`src/hw/rtl/tbh_pkg.sv`:
```
`timescale 1ns / 1ps
// Shared types and constants for the take-back-half speed controller.
// No dependencies; imported by tbh_step and take_back_half_speed_controller_core.
package tbh_pkg;

    // register indexes on the configuration port
    localparam logic [1:0] REG_SETPOINT = 2'd0;
    localparam logic [1:0] REG_GAIN     = 2'd1;

    // reset values of the configuration registers
    localparam logic [13:0] TARGET_RESET = 14'd0;
    localparam logic [15:0] GAIN_RESET   = 16'd6554;

    // drive limit: 100 percent in Q7.8
    localparam logic [14:0] DRIVE_MAX = 15'd25600;

    // feed-forward line: ((target * FF_MUL) >> 12) - FF_OFFSET
    localparam logic [13:0]        FF_MUL    = 14'd11192;
    localparam logic signed [16:0] FF_OFFSET = 17'sd568;

    // millivolts per percent
    localparam logic [6:0] MV_PER_PERCENT = 7'd127;

    // error sign codes
    typedef enum logic [1:0] {
        SIGN_ZERO = 2'd0,
        SIGN_POS  = 2'd1,
        SIGN_NEG  = 2'd3
    } sign_t;

    // loop state carried from one tick to the next
    typedef struct packed {
        logic [14:0] drive_acc;
        logic [14:0] take_back;
        sign_t       prev_sign;
        logic        first_cross;
        logic [13:0] prev_target;
    } tbh_state_t;

endpackage

```
`src/hw/rtl/tbh_step.sv`:
```
`timescale 1ns / 1ps
// One control tick of the take-back-half loop, purely combinational.
// Depends on tbh_pkg for the state struct, sign codes and constants.
module tbh_step
    import tbh_pkg::*;
(
    input  logic signed [14:0] speed_a,
    input  logic signed [14:0] speed_b,
    input  logic [13:0]        setpoint,
    input  logic [15:0]        gain,
    input  tbh_state_t         state_cur,
    output tbh_state_t         state_new,
    output logic [13:0]        drive_mv
);

    logic signed [15:0] speed_sum;
    logic signed [14:0] speed_avg;
    logic signed [16:0] error;
    logic signed [16:0] gain_s;
    logic signed [33:0] prod;
    logic signed [33:0] prod_adj;
    logic signed [21:0] inc;
    logic signed [22:0] acc_sum;
    logic [14:0]        drive_clamped;
    sign_t              err_sign;
    logic               first;
    logic [27:0]        ff_prod;
    logic [15:0]        ff_shift;
    logic signed [16:0] ff_diff;
    logic [14:0]        ff_drive;
    logic [15:0]        avg_sum;
    logic [14:0]        drive_final;
    logic [21:0]        mv_prod;

    // averaged speed, floor of the half sum
    assign speed_sum = {speed_a[14], speed_a} + {speed_b[14], speed_b};
    assign speed_avg = speed_sum[15:1];

    // error and its sign
    assign error = $signed({3'b000, setpoint})
                   - $signed({{2{speed_avg[14]}}, speed_avg});

    always_comb
    begin
        if (error == 17'sd0)
        begin
            err_sign = SIGN_ZERO;
        end
        else if (error[16])
        begin
            err_sign = SIGN_NEG;
        end
        else
        begin
            err_sign = SIGN_POS;
        end
    end

    // integral step, product divided by 4096 toward zero
    assign gain_s   = $signed({1'b0, gain});
    assign prod     = gain_s * error;
    assign prod_adj = prod + (prod[33] ? 34'sd4095 : 34'sd0);
    assign inc      = prod_adj[33:12];

    // accumulate and clamp to 0..100 percent
    assign acc_sum = $signed({8'd0, state_cur.drive_acc}) + $signed({inc[21], inc});

    always_comb
    begin
        if (acc_sum[22])
        begin
            drive_clamped = 15'd0;
        end
        else if (acc_sum > $signed({8'd0, DRIVE_MAX}))
        begin
            drive_clamped = DRIVE_MAX;
        end
        else
        begin
            drive_clamped = acc_sum[14:0];
        end
    end

    // feed-forward drive from the target, saturated
    assign ff_prod  = {14'd0, setpoint} * {14'd0, FF_MUL};
    assign ff_shift = ff_prod[27:12];
    assign ff_diff  = $signed({1'b0, ff_shift}) - FF_OFFSET;

    always_comb
    begin
        if (ff_diff[16])
        begin
            ff_drive = 15'd0;
        end
        else if (ff_diff > $signed({2'b00, DRIVE_MAX}))
        begin
            ff_drive = DRIVE_MAX;
        end
        else
        begin
            ff_drive = ff_diff[14:0];
        end
    end

    // take-back average
    assign avg_sum = {1'b0, drive_clamped} + {1'b0, state_cur.take_back};

    // a target change re-arms the feed-forward load
    assign first = state_cur.first_cross || (setpoint != state_cur.prev_target);

    // crossing handling and next state
    always_comb
    begin
        state_new             = state_cur;
        drive_final           = drive_clamped;
        state_new.first_cross = first;
        if (err_sign != state_cur.prev_sign)
        begin
            if (first)
            begin
                drive_final           = ff_drive;
                state_new.first_cross = 1'b0;
            end
            else
            begin
                drive_final = avg_sum[15:1];
            end
            state_new.take_back = drive_final;
        end
        state_new.drive_acc   = drive_final;
        state_new.prev_sign   = err_sign;
        state_new.prev_target = setpoint;
    end

    // millivolt output
    assign mv_prod  = {7'd0, drive_final} * {15'd0, MV_PER_PERCENT};
    assign drive_mv = mv_prod[21:8];

endmodule

```
`src/hw/rtl/take_back_half_speed_controller_core.sv`:
```
`timescale 1ns / 1ps
// Top level of the take-back-half flywheel speed controller.
// Depends on tbh_pkg and tbh_step.

// Takes one pair of motor speed samples per request and returns one drive command
// (percent in Q7.8 and millivolts) per request. A request is captured in an input
// register, the whole control tick is worked out combinationally by tbh_step, and the
// result lands in an output register; the loop state is updated in that same cycle,
// so a new request is accepted every clock unless a held result stalls the input, and
// each request passes the input register and then the output register, which holds
// its result while result_stall is high. Configuration registers: index 0 is the
// target speed, index 1 the gain; they are written through cfg_valid/cfg_ready, which
// is always ready, and should change only while no request is in flight.
module take_back_half_speed_controller_core
    import tbh_pkg::*;
(
    input  logic               clk,
    input  logic               rst_n,
    // configuration write channel
    input  logic               cfg_valid,
    output logic               cfg_ready,
    input  logic [1:0]         cfg_index,
    input  logic [15:0]        cfg_data,
    // sample channel
    input  logic               sample_valid,
    output logic               sample_stall,
    input  logic signed [14:0] speed_a,
    input  logic signed [14:0] speed_b,
    // result channel
    output logic               result_valid,
    input  logic               result_stall,
    output logic [14:0]        drive_percent,
    output logic [13:0]        drive_mv
);

    logic [13:0]        target_reg;
    logic [15:0]        gain_reg;
    tbh_state_t         state_reg;
    tbh_state_t         state_next;
    logic               in_valid_reg;
    logic signed [14:0] in_speed_a_reg;
    logic signed [14:0] in_speed_b_reg;
    logic               out_valid_reg;
    logic [14:0]        out_percent_reg;
    logic [13:0]        out_mv_reg;
    logic [13:0]        mv_next;
    logic               advance;
    logic               in_load;

    // configuration registers
    assign cfg_ready = 1'b1;

    always_ff @(posedge clk or negedge rst_n)
    begin
        if (!rst_n)
        begin
            target_reg <= TARGET_RESET;
            gain_reg   <= GAIN_RESET;
        end
        else if (cfg_valid && cfg_ready)
        begin
            case (cfg_index)
                REG_SETPOINT: target_reg <= cfg_data[13:0];
                REG_GAIN:     gain_reg   <= cfg_data;
                default:      ;
            endcase
        end
    end

    // handshake control
    assign advance      = in_valid_reg && (!out_valid_reg || !result_stall);
    assign sample_stall = in_valid_reg && !advance;
    assign in_load      = sample_valid && !sample_stall;

    // input register
    always_ff @(posedge clk or negedge rst_n)
    begin
        if (!rst_n)
        begin
            in_valid_reg <= 1'b0;
        end
        else if (!sample_stall)
        begin
            in_valid_reg <= sample_valid;
        end
    end

    always_ff @(posedge clk)
    begin
        if (in_load)
        begin
            in_speed_a_reg <= speed_a;
            in_speed_b_reg <= speed_b;
        end
    end

    // control tick
    tbh_step u_step (
        .speed_a   (in_speed_a_reg),
        .speed_b   (in_speed_b_reg),
        .setpoint  (target_reg),
        .gain      (gain_reg),
        .state_cur (state_reg),
        .state_new (state_next),
        .drive_mv  (mv_next)
    );

    // loop state
    always_ff @(posedge clk or negedge rst_n)
    begin
        if (!rst_n)
        begin
            state_reg.drive_acc   <= 15'd0;
            state_reg.take_back   <= 15'd0;
            state_reg.prev_sign   <= SIGN_ZERO;
            state_reg.first_cross <= 1'b1;
            state_reg.prev_target <= 14'd0;
        end
        else if (advance)
        begin
            state_reg <= state_next;
        end
    end

    // output register
    always_ff @(posedge clk or negedge rst_n)
    begin
        if (!rst_n)
        begin
            out_valid_reg <= 1'b0;
        end
        else if (advance)
        begin
            out_valid_reg <= 1'b1;
        end
        else if (!result_stall)
        begin
            out_valid_reg <= 1'b0;
        end
    end

    always_ff @(posedge clk)
    begin
        if (advance)
        begin
            out_percent_reg <= state_next.drive_acc;
            out_mv_reg      <= mv_next;
        end
    end

    assign result_valid  = out_valid_reg;
    assign drive_percent = out_percent_reg;
    assign drive_mv      = out_mv_reg;

    // checks
    a_drive_range: assert property (@(posedge clk) disable iff (!rst_n)
        out_valid_reg |-> (out_percent_reg <= DRIVE_MAX))
        else $error("drive beyond full scale");

    a_state_matches_out: assert property (@(posedge clk) disable iff (!rst_n)
        out_valid_reg |-> (state_reg.drive_acc == out_percent_reg))
        else $error("loop state and shown drive disagree");

    a_advance_fills_out: assert property (@(posedge clk) disable iff (!rst_n)
        advance |=> out_valid_reg)
        else $error("computed request lost");

    a_stall_only_when_held: assert property (@(posedge clk) disable iff (!rst_n)
        sample_stall |-> (in_valid_reg && out_valid_reg && result_stall))
        else $error("sample stalled without cause");

endmodule

```
`config.mk`:
```
export PLATFORM = sky130hd
export DESIGN_NAME = take_back_half_speed_controller_core
export DESIGN_NICKNAME = d
export VERILOG_FILES = /design/src/hw/rtl/tbh_pkg.sv /design/src/hw/rtl/tbh_step.sv /design/src/hw/rtl/take_back_half_speed_controller_core.sv
export SDC_FILE = /design/constraint.sdc
export NUM_CORES = 1
export LEC_CHECK = 0
export BUFFER_PORTS_ARGS = -buffer_cell sky130_fd_sc_hd__buf_2
export CORE_MARGIN = 2
export CORE_UTILIZATION = 35
export CTS_BUF_LIST = sky130_fd_sc_hd__clkbuf_8
export DETAILED_ROUTE_END_ITERATION = 10
export PLACE_DENSITY_LB_ADDON = 0.05
export SYNTH_ARGS = -nofsm -noshare
export SYNTH_HDL_FRONTEND = slang
export SYNTH_SLANG_ARGS = --single-unit
export TNS_END_PERCENT = 100
```
`constraint.sdc`:
```
create_clock -name clk -period 28 [get_ports clk]
set_input_delay 2.8 -clock clk [delete_from_list [all_inputs] [get_ports clk]]
set_output_delay 2.8 -clock clk [all_outputs]
set_load 0.1 [all_outputs]
```
==> flow_metrics.py, run 1 <==
metrics = {
    "floorplan": {
        "pin_count": 85,
        "rows": 96,
        "start_util": 0.3524,
        "die_y_um": 266.3,
        "core-area_sq_um": 68350,
        "die_width_um": 266.3,
        "dieArea_sq_um": 70940,
    },
    "grt": {
        "grt_max_degree": 59,
        "antenna_found_initial": 2,
        "grt_pass1_vias": 20057,
        "grt_overflow": 0,
        "grt_usage": 0.1982,
        "grt_pass1_wl_um": 109200,
    },
    "cells_and_area": {
        "drive_above_1_share": 0.08251,
        "fin_nets": 3385,
        "final_cell_mix": "inv_1, fa_1, ha_1, nand2_1, nor2_1",
        "layout_commonest_cell": "inv_1",
        "largest_reg_flops": 47,
        "synthToLayoutAreaGrowth_pct": 7.293,
    },
    "yosys": {
        "synth_ff_type": "dfrtp_1",
        "seq_area_frac_synth": 0.1560,
        "synthArstFlopShare": 0.5725,
        "yosys_warnings": 0,
        "synth_area_sq_um": 24090,
        "syn_inst": 2668,
        "ys_seq_elements": 138,
        "synth_edf_count": 59,
        "synth.distinct_cells": 97,
        "syn_nets": 3339,
        "avgSynthCellArea_sq_um": 9.029,
    },
    "cts": {
        "clkSinkCount": 138,
        "h-tree-depth": 4,
        "numCtsBuffers": 17,
        "holdBufCountCts": 0,
        "cts_setup_buffers": 0,
        "post_cts_resize_count": 0,
        "cts_tree": "built",
        "clock_latency_ns": 0.54,
        "cts_max_path_buffers": 2,
        "clockRootBuffer": "clkbuf_8",
        "cts.clk_slew.worst_paths_ns": 0.09,
    },
    "sta": {
        "setup_viol": 0,
        "timing_worst_slew_pin_value_ns": 1.151,
        "slew_violations": 0,
        "rsz0062_at_grt": "no",
        "hold_violations": 0,
        "finalClockSkew_ns": 0.02658,
        "fin_crit_sh": 0.8783,
        "setup_ws_ns": 3.408,
        "whs_ns": 0.4924,
        "fin_crit_ns": 24.59,
        "max_freq_mhz": 40.66,
        "tns_ns": 0,
        "slew_headroom": 0.2321,
    },
    "critical_path": {
        "cp_top_family": "compound AO/OA/AOI/OAI gates",
        "cp.required_ns": 28.28,
        "start_kind": "flop",
        "reg2reg_slack_ns": 3.41,
        "slowest_stage": "o41ai_1",
        "worstPathMaxFanout": 19,
        "r2r-end": "drive_mv[13]$_DFFE_PP_",
        "rr_worst_depth": 85,
        "worst_path_most_repeated_cell": "fa_1",
        "critPathKind": "flop to flop",
        "cp-end-kind": "flop",
        "cpPeakStageDelay_ns": 0.91,
        "path_buf_inv": 5,
        "cp_data_arrival_time_ns": 24.87,
        "rr_startpoint": "in_speed_a_reg[1]$_DFFE_PP_",
    },
    "routing": {
        "via_per_inst": 5.078,
        "ant_nets": 0,
        "drt_iter0_drc": 802,
        "drc": 0,
        "routedWlPerCell_um": 18.32,
        "drt_wl_total_um": 66140,
        "dr.pass1.iters": 8,
        "vias": 18332,
    },
    "min_path": {
        "min_delay_path_depth": 2,
        "hp-class": "flop to flop",
        "hp-start": "state_reg[32]$_DFFE_PN0P_",
        "min_to": "state_reg[32]$_DFFE_PN0P_",
    },
    "place": {
        "place_congestion": 0.8647,
        "place_hpwl_um": 54450,
        "place_ws_ns": 3.436,
        "numPortBuffers": 83,
    },
    "run": {
        "cap_viol_max_count": 0,
    },
    "status": {
        "status": "completed",
    },
}
[layer usage]
| metal | vias to the layer above | part of all wire | global-route usage |
|---|---|---|---|
| li1 | 8803 | - | - |
| met1 | 9181 | 0.46 | 0.2570 |
| met2 | 267 | 0.49 | 0.3486 |
| met3 | 81 | 0.030 | 0.02579 |
| met4 | 0 | 0.020 | 0.04783 |
| met5 | - | 0 | 0 |
[final cells by class]
| type | count | area (sq um) |
|---|---|---|
| Clock buffer | 17 | 234.0 |
| Clock inverter | 15 | 130.1 |
| Timing Repair Buffer | 104 | 575.6 |
| Multi-Input combinational cell | 1941 | 18120 |
| Sequential cell | 138 | 3759 |
| Inverter | 512 | 1922 |
| Fill cell | 7123 | 42500 |
| Antenna cell | 1 | 2.502 |
| Tap cell | 882 | 1104 |
[synthesized netlist by cell type (all sizes together), types with 15 or more instances]
library cell    n  share of area
a21o           36          0.011
o21a           17         0.0053
or2            15         0.0039
ha            305           0.16
nor4           19         0.0052
buf            16         0.0037
edfxtp         59          0.074
nand2         275          0.043
and2          105          0.027
a21oi         105          0.022
nor2b          34         0.0088
nand3          39         0.0081
mux2           31          0.014
clkbuf         61         0.0095
xor2           58          0.021
o21ai         106          0.022
dfrtp          71          0.074
nor3           35         0.0075
nand4          17         0.0047
fa            313           0.26
nor2          114          0.018
inv           512          0.080
xnor2          75          0.027
o21bai         15         0.0047
[worst max path at each step]
| stage | startpoint | end | slack, ns | cells after the start |
|---|---|---|---|---|
| after detailed placement | in_speed_a_reg[1]$_DFFE_PP_ | drive_mv[13]$_DFFE_PP_ | 3.44 | 85 |
| after CTS | in_speed_a_reg[1]$_DFFE_PP_ | drive_mv[13]$_DFFE_PP_ | 3.36 | 83 |
| after global routing | in_speed_a_reg[0]$_DFFE_PP_ | drive_mv[13]$_DFFE_PP_ | 1.34 | 83 |
| after global placement | in_speed_a_reg[1]$_DFFE_PP_ | drive_mv[13]$_DFFE_PP_ | 3.95 | 87 |
| after floorplan | in_speed_a_reg[0]$_DFFE_PP_ | drive_mv[13]$_DFFE_PP_ | 6.54 | 98 |
| final | in_speed_a_reg[1]$_DFFE_PP_ | drive_mv[13]$_DFFE_PP_ | 3.41 | 85 |
[metrics by stage]
stage	utilization	instance area (sq um)	std cells
detailed placement	0.3728	25480	3577
floorplan	-	24090	2668
finish	0.3781	25840	3610
global placement	0.3728	25480	3577
global route	0.3781	25840	3610
CTS	0.3781	25840	3609
[cells by family after synthesis]
family,after synthesis,synth area share
AOI/OAI and AO/OA,408,0.1117
xor gates and xnor gates,133,0.04836
adders and majority gates,618,0.4186
buffers and inverters,589,0.09298
DFF,138,0.1560
muxes,45,0.02046
other,1,0.0001557
and+or+nand+nor,736,0.1518
[tightest hold or removal path, cell delays in order, from the launching register on]
cell,delay [ns]
dfrtp_1,0.36
nand2_1,0.05
o21ai_0,0.06
Power of run 1 is left out: the tool's default activity adds up to more than one toggle a clock period on the data nets, which glitch-free logic cannot reach.
==> run 2: changes to the inputs <==
Settings changed: CTS_BUF_LIST sky130_fd_sc_hd__clkbuf_8 to sky130_fd_sc_hd__clkbuf_4, SLEW_MARGIN from default to 5.
==> flow_metrics.py, run 2 (synthesized netlist as in run 1, its figures left out) <==
metrics = {
    "status": {
        "status": "completed",
    },
    "sta": {
        "rsz0062_at_grt": "no",
        "slew_headroom": 0.2294,
        "fin_crit_ns": 24.68,
        "timing_worst_slew_pin_value_ns": 1.155,
        "max_freq_mhz": 40.52,
        "slew_violations": 0,
        "finalClockSkew_ns": 0.04371,
        "hold_violations": 0,
        "fin_crit_sh": 0.8814,
        "tns_ns": 0,
        "whs_ns": 0.5021,
        "setup_viol": 0,
    },
    "critical_path": {
        "cp-end-kind": "flop",
        "cp_data_arrival_time_ns": 25.10,
        "slowest_stage": "o41ai_1",
        "start_kind": "flop",
        "cp_top_family": "compound AO/OA/AOI/OAI gates",
        "cp.required_ns": 28.42,
        "worst_path_most_repeated_cell": "fa_1",
        "critPathKind": "flop to flop",
        "rr_worst_depth": 87,
        "r2r-end": "drive_mv[13]$_DFFE_PP_",
        "cpPeakStageDelay_ns": 0.88,
        "path_buf_inv": 6,
        "rr_startpoint": "in_speed_a_reg[1]$_DFFE_PP_",
        "worstPathMaxFanout": 19,
        "reg2reg_slack_ns": 3.32,
    },
    "cts": {
        "cts_setup_buffers": 0,
        "cts_tree": "built",
        "holdBufCountCts": 0,
        "clkSinkCount": 138,
        "numCtsBuffers": 17,
        "clock_latency_ns": 0.70,
        "cts.clk_slew.worst_paths_ns": 0.14,
        "post_cts_resize_count": 0,
        "clockRootBuffer": "clkbuf_4",
        "h-tree-depth": 4,
        "cts_max_path_buffers": 2,
    },
    "routing": {
        "drc": 0,
        "dr.pass1.iters": 6,
        "met1Wirelength_um": 30500,
        "route.met2.wl_um": 32670,
        "ant_nets": 0,
        "drt_iter0_drc": 772,
        "vias": 18355,
        "via_per_inst": 5.084,
        "routedWlPerCell_um": 18.35,
        "wl_met3_um": 1877,
        "topRoutingLayerUsed": "met4",
        "drt_wl_total_um": 66250,
    },
    "floorplan": {
        "pin_count": 85,
        "core-area_sq_um": 68350,
        "dieArea_sq_um": 70940,
        "die_width_um": 266.3,
        "die_y_um": 266.3,
        "rows": 96,
        "start_util": 0.3524,
    },
    "grt": {
        "antenna_found_initial": 2,
        "grt_usage": 0.1981,
        "grt_overflow": 0,
        "grt_pass1_wl_um": 109100,
        "grt_pass1_vias": 20026,
        "grt_max_degree": 59,
    },
    "run": {
        "cap_viol_max_count": 0,
    },
    "min_path": {
        "min_to": "state_reg[32]$_DFFE_PN0P_",
        "hp-class": "flop to flop",
        "hp-start": "state_reg[32]$_DFFE_PN0P_",
        "min_delay_path_depth": 2,
    },
    "place": {
        "place_congestion": 0.8647,
        "numPortBuffers": 83,
        "postPlaceCellArea_sq_um": 25480,
        "place_hpwl_um": 54450,
    },
    "cells_and_area": {
        "synthToLayoutAreaGrowth_pct": 6.882,
        "design_area_sq_um": 25750,
        "layout_commonest_cell": "inv_1",
        "fin_nets": 3385,
        "largest_reg_flops": 47,
        "final_cell_mix": "inv_1, fa_1, ha_1, nand2_1, nor2_1",
        "drive_above_1_share": 0.08324,
    },
}
run 2: area by class of cell:
cell class,instances,area [sq um]
fill,7140,42600
multi-input combinational,1941,18120
sequential,138,3759
inverter,512,1922
tap,882,1104
timing repair buffer,104,575.6
clock buffer,19,142.6
clock inverter,13,122.6
antenna,1,2.502
run 2: worst max path at each step:
stage	end	start	slack (ns)	cells past startpoint
after floorplan	drive_mv[13]$_DFFE_PP_	in_speed_a_reg[0]$_DFFE_PP_	6.54	98
after global placement	drive_mv[13]$_DFFE_PP_	in_speed_a_reg[1]$_DFFE_PP_	3.95	87
after detailed placement	drive_mv[13]$_DFFE_PP_	in_speed_a_reg[1]$_DFFE_PP_	3.44	85
after CTS	drive_mv[13]$_DFFE_PP_	in_speed_a_reg[1]$_DFFE_PP_	3.34	83
after global routing	drive_mv[13]$_DFFE_PP_	in_speed_a_reg[0]$_DFFE_PP_	1.32	83
final	drive_mv[13]$_DFFE_PP_	in_speed_a_reg[1]$_DFFE_PP_	3.32	87
run 2: through the flow:
stage                     utilization  instances  setup slack, ns
after CTS                      0.3767       3609            3.343
after detailed placement       0.3728       3577            3.436
final                          0.3767       3610            3.322
after floorplan                     -       2668            6.541
after global placement         0.3728       3577            3.949
after global routing           0.3767       3610            1.323
run 2: routing by layer:
metal | vias up | track usage
li1 | 8805 | -
met1 | 9237 | 0.2569
met2 | 247 | 0.3483
met3 | 66 | 0.02606
met4 | 0 | 0.04783
met5 | - | 0
run 2: worst reg2reg max path, delay by kind of cell, from the launching register on:
family / cells / cell delay, ns
fa+ha+maj: 17 / 7.63
simple gates: 17 / 4.25
xor+xnor: 3 / 0.42
flops: 1 / 0.45
buf+inv: 6 / 0.68
compound gates: 43 / 10.27
mux: 1 / 0.71
Power of run 2 is left out for the same reason.
==> run 3: changes to the inputs <==
--- a/config.mk
+++ b/config.mk
@@ -8,5 +8,5 @@
 export BUFFER_PORTS_ARGS = -buffer_cell sky130_fd_sc_hd__buf_2
 export CORE_MARGIN = 2
-export CORE_UTILIZATION = 35
+export CORE_UTILIZATION = 56
 export CTS_BUF_LIST = sky130_fd_sc_hd__clkbuf_4
 export DETAILED_ROUTE_END_ITERATION = 10
==> constraint.sdc (replaced) <==
create_clock -name clk -period 28 [get_ports clk]
set_input_delay 2.8 -clock clk [delete_from_list [all_inputs] [get_ports clk]]
set_output_delay 2.8 -clock clk [all_outputs]
set_load 0.05 [all_outputs]
==> flow_metrics.py, run 3 (synthesized netlist as in run 1, its figures left out) <==
metrics = {
    "critical_path": {
        "cpPeakStageDelay_ns": 0.82,
        "worst_path_most_repeated_cell": "fa_1",
        "cp.required_ns": 28.45,
        "slowest_stage": "o41ai_1",
        "critPathKind": "flop to flop",
        "cp_data_arrival_time_ns": 24.65,
        "cp-end-kind": "flop",
        "worstPathMaxFanout": 19,
        "start_kind": "flop",
    },
    "place": {
        "place_congestion": 0.9461,
        "place_ws_ns": 3.853,
        "postPlaceCellArea_sq_um": 25060,
        "numPortBuffers": 83,
        "place_hpwl_um": 49780,
    },
    "grt": {
        "grt_overflow": 0,
        "antenna_found_initial": 2,
        "grt_util_met2": 0.5041,
        "grt_use_met3": 0.04213,
        "grt_max_degree": 55,
        "grt_pass1_vias": 19838,
        "top_usage_layer": "met2",
        "grt_pass1_wl_um": 102000,
        "grtUsageMet1": 0.3829,
        "grt_usage": 0.2935,
    },
    "routing": {
        "dr.pass1.iters": 7,
        "drt_iter0_drc": 1101,
        "ant_nets": 0,
        "drt_wl_total_um": 60770,
        "via_per_inst": 5.703,
        "routedWlPerCell_um": 18.59,
        "vias": 18637,
        "drc": 0,
    },
    "sta": {
        "setup_ws_ns": 3.797,
        "hold_violations": 0,
        "finalClockSkew_ns": 0.02504,
        "tns_ns": 0,
        "fin_crit_sh": 0.8644,
        "rsz0062_at_grt": "no",
        "slew_violations": 0,
        "setup_viol": 0,
        "timing_worst_slew_pin_value_ns": 1.265,
        "fin_crit_ns": 24.20,
        "max_freq_mhz": 41.32,
        "slew_headroom": 0.1523,
    },
    "floorplan": {
        "rows": 75,
        "pin_count": 85,
        "die_width_um": 211.4,
        "dieArea_sq_um": 44690,
        "start_util": 0.5704,
        "die_y_um": 211.4,
        "core-area_sq_um": 42230,
    },
    "cts": {
        "post_cts_resize_count": 0,
        "cts.clk_slew.worst_paths_ns": 0.14,
        "clock_latency_ns": 0.70,
        "clkSinkCount": 138,
        "clockRootBuffer": "clkbuf_4",
        "cts_tree": "built",
        "holdBufCountCts": 0,
        "cts_max_path_buffers": 2,
        "numCtsBuffers": 17,
        "cts_setup_buffers": 0,
        "h-tree-depth": 4,
    },
    "run": {
        "cap_viol_max_count": 0,
    },
    "cells_and_area": {
        "largest_reg_flops": 47,
        "fin_nets": 3385,
        "drive_above_1_share": 0.08324,
        "layout_commonest_cell": "inv_1",
        "design_area_sq_um": 25340,
        "synthToLayoutAreaGrowth_pct": 5.210,
        "final_cell_mix": "inv_1, fa_1, ha_1, nand2_1, nor2_1",
    },
    "status": {
        "status": "completed",
    },
    "min_path": {
        "hp-class": "flop to flop",
    },
}
run 3: changes by cell type in the layout (fill, tap and decap cells not counted), sizes merged:
| cell | before | now |
|---|---|---|
| clkbuf | 19 | 20 |
| diode | 1 | 2 |
| bufinv | 1 | 2 |
| clkinvlp | 5 | 3 |
run 3: routing by layer:
metal | vias to the layer above | share of wire
li1 | 8803 | -
met1 | 9298 | 0.44
met2 | 422 | 0.49
met3 | 114 | 0.043
met4 | 0 | 0.029
met5 | - | 0
run 3: critical path, delay by kind of cell (launching register included):
kind                     cells  cell delay, ns
AO/OA/AOI/OAI               41            9.03
adder cells (fa/ha/maj)     17            7.69
AND/OR/NAND/NOR             20            5.09
multiplexers                 1            0.74
buffers and inverters        6            0.52
flip-flops                   1            0.45
XOR/XNOR                     3            0.39
run 3: through the flow:
step / utilization / instances / hold WS, ns
after floorplan: - / 2668 / 0.4563
after CTS: 0.6000 / 3266 / 0.5121
final: 0.6001 / 3268 / 0.5067
after global routing: 0.6001 / 3268 / 0.5331
after global placement: 0.5935 / 3234 / 0.4738
after detailed placement: 0.5935 / 3234 / 0.4789
run 3: worst paths after layout:
kind / from / endpoint / slack [ns] / cells past startpoint
setup reg to reg: in_speed_a_reg[1]$_DFFE_PP_ / drive_mv[13]$_DFFE_PP_ / 3.80 / 88
hold reg to reg: state_reg[32]$_DFFE_PN0P_ / state_reg[32]$_DFFE_PN0P_ / 0.51 / 2
setup / recovery: in_speed_a_reg[1]$_DFFE_PP_ / drive_mv[13]$_DFFE_PP_ / 3.80 / 88
max in group asynchronous: rst_n / state_reg[23]$_DFFE_PN0P_ / 24.87 / 2
hold / removal: state_reg[32]$_DFFE_PN0P_ / state_reg[32]$_DFFE_PN0P_ / 0.51 / 2
min in group asynchronous: rst_n / state_reg[10]$_DFFE_PN0P_ / 2.13 / 1
run 3: area by class of cell:
type | instances | area (sq um)
Tap cell | 539 | 674.4
Inverter | 512 | 1922
Antenna cell | 2 | 5.005
Fill cell | 3784 | 16880
Clock inverter | 12 | 123.9
Timing Repair Buffer | 104 | 575.6
Sequential cell | 138 | 3759
Multi-Input combinational cell | 1941 | 18130
Clock buffer | 20 | 150.1
Power of run 3 is left out for the same reason.
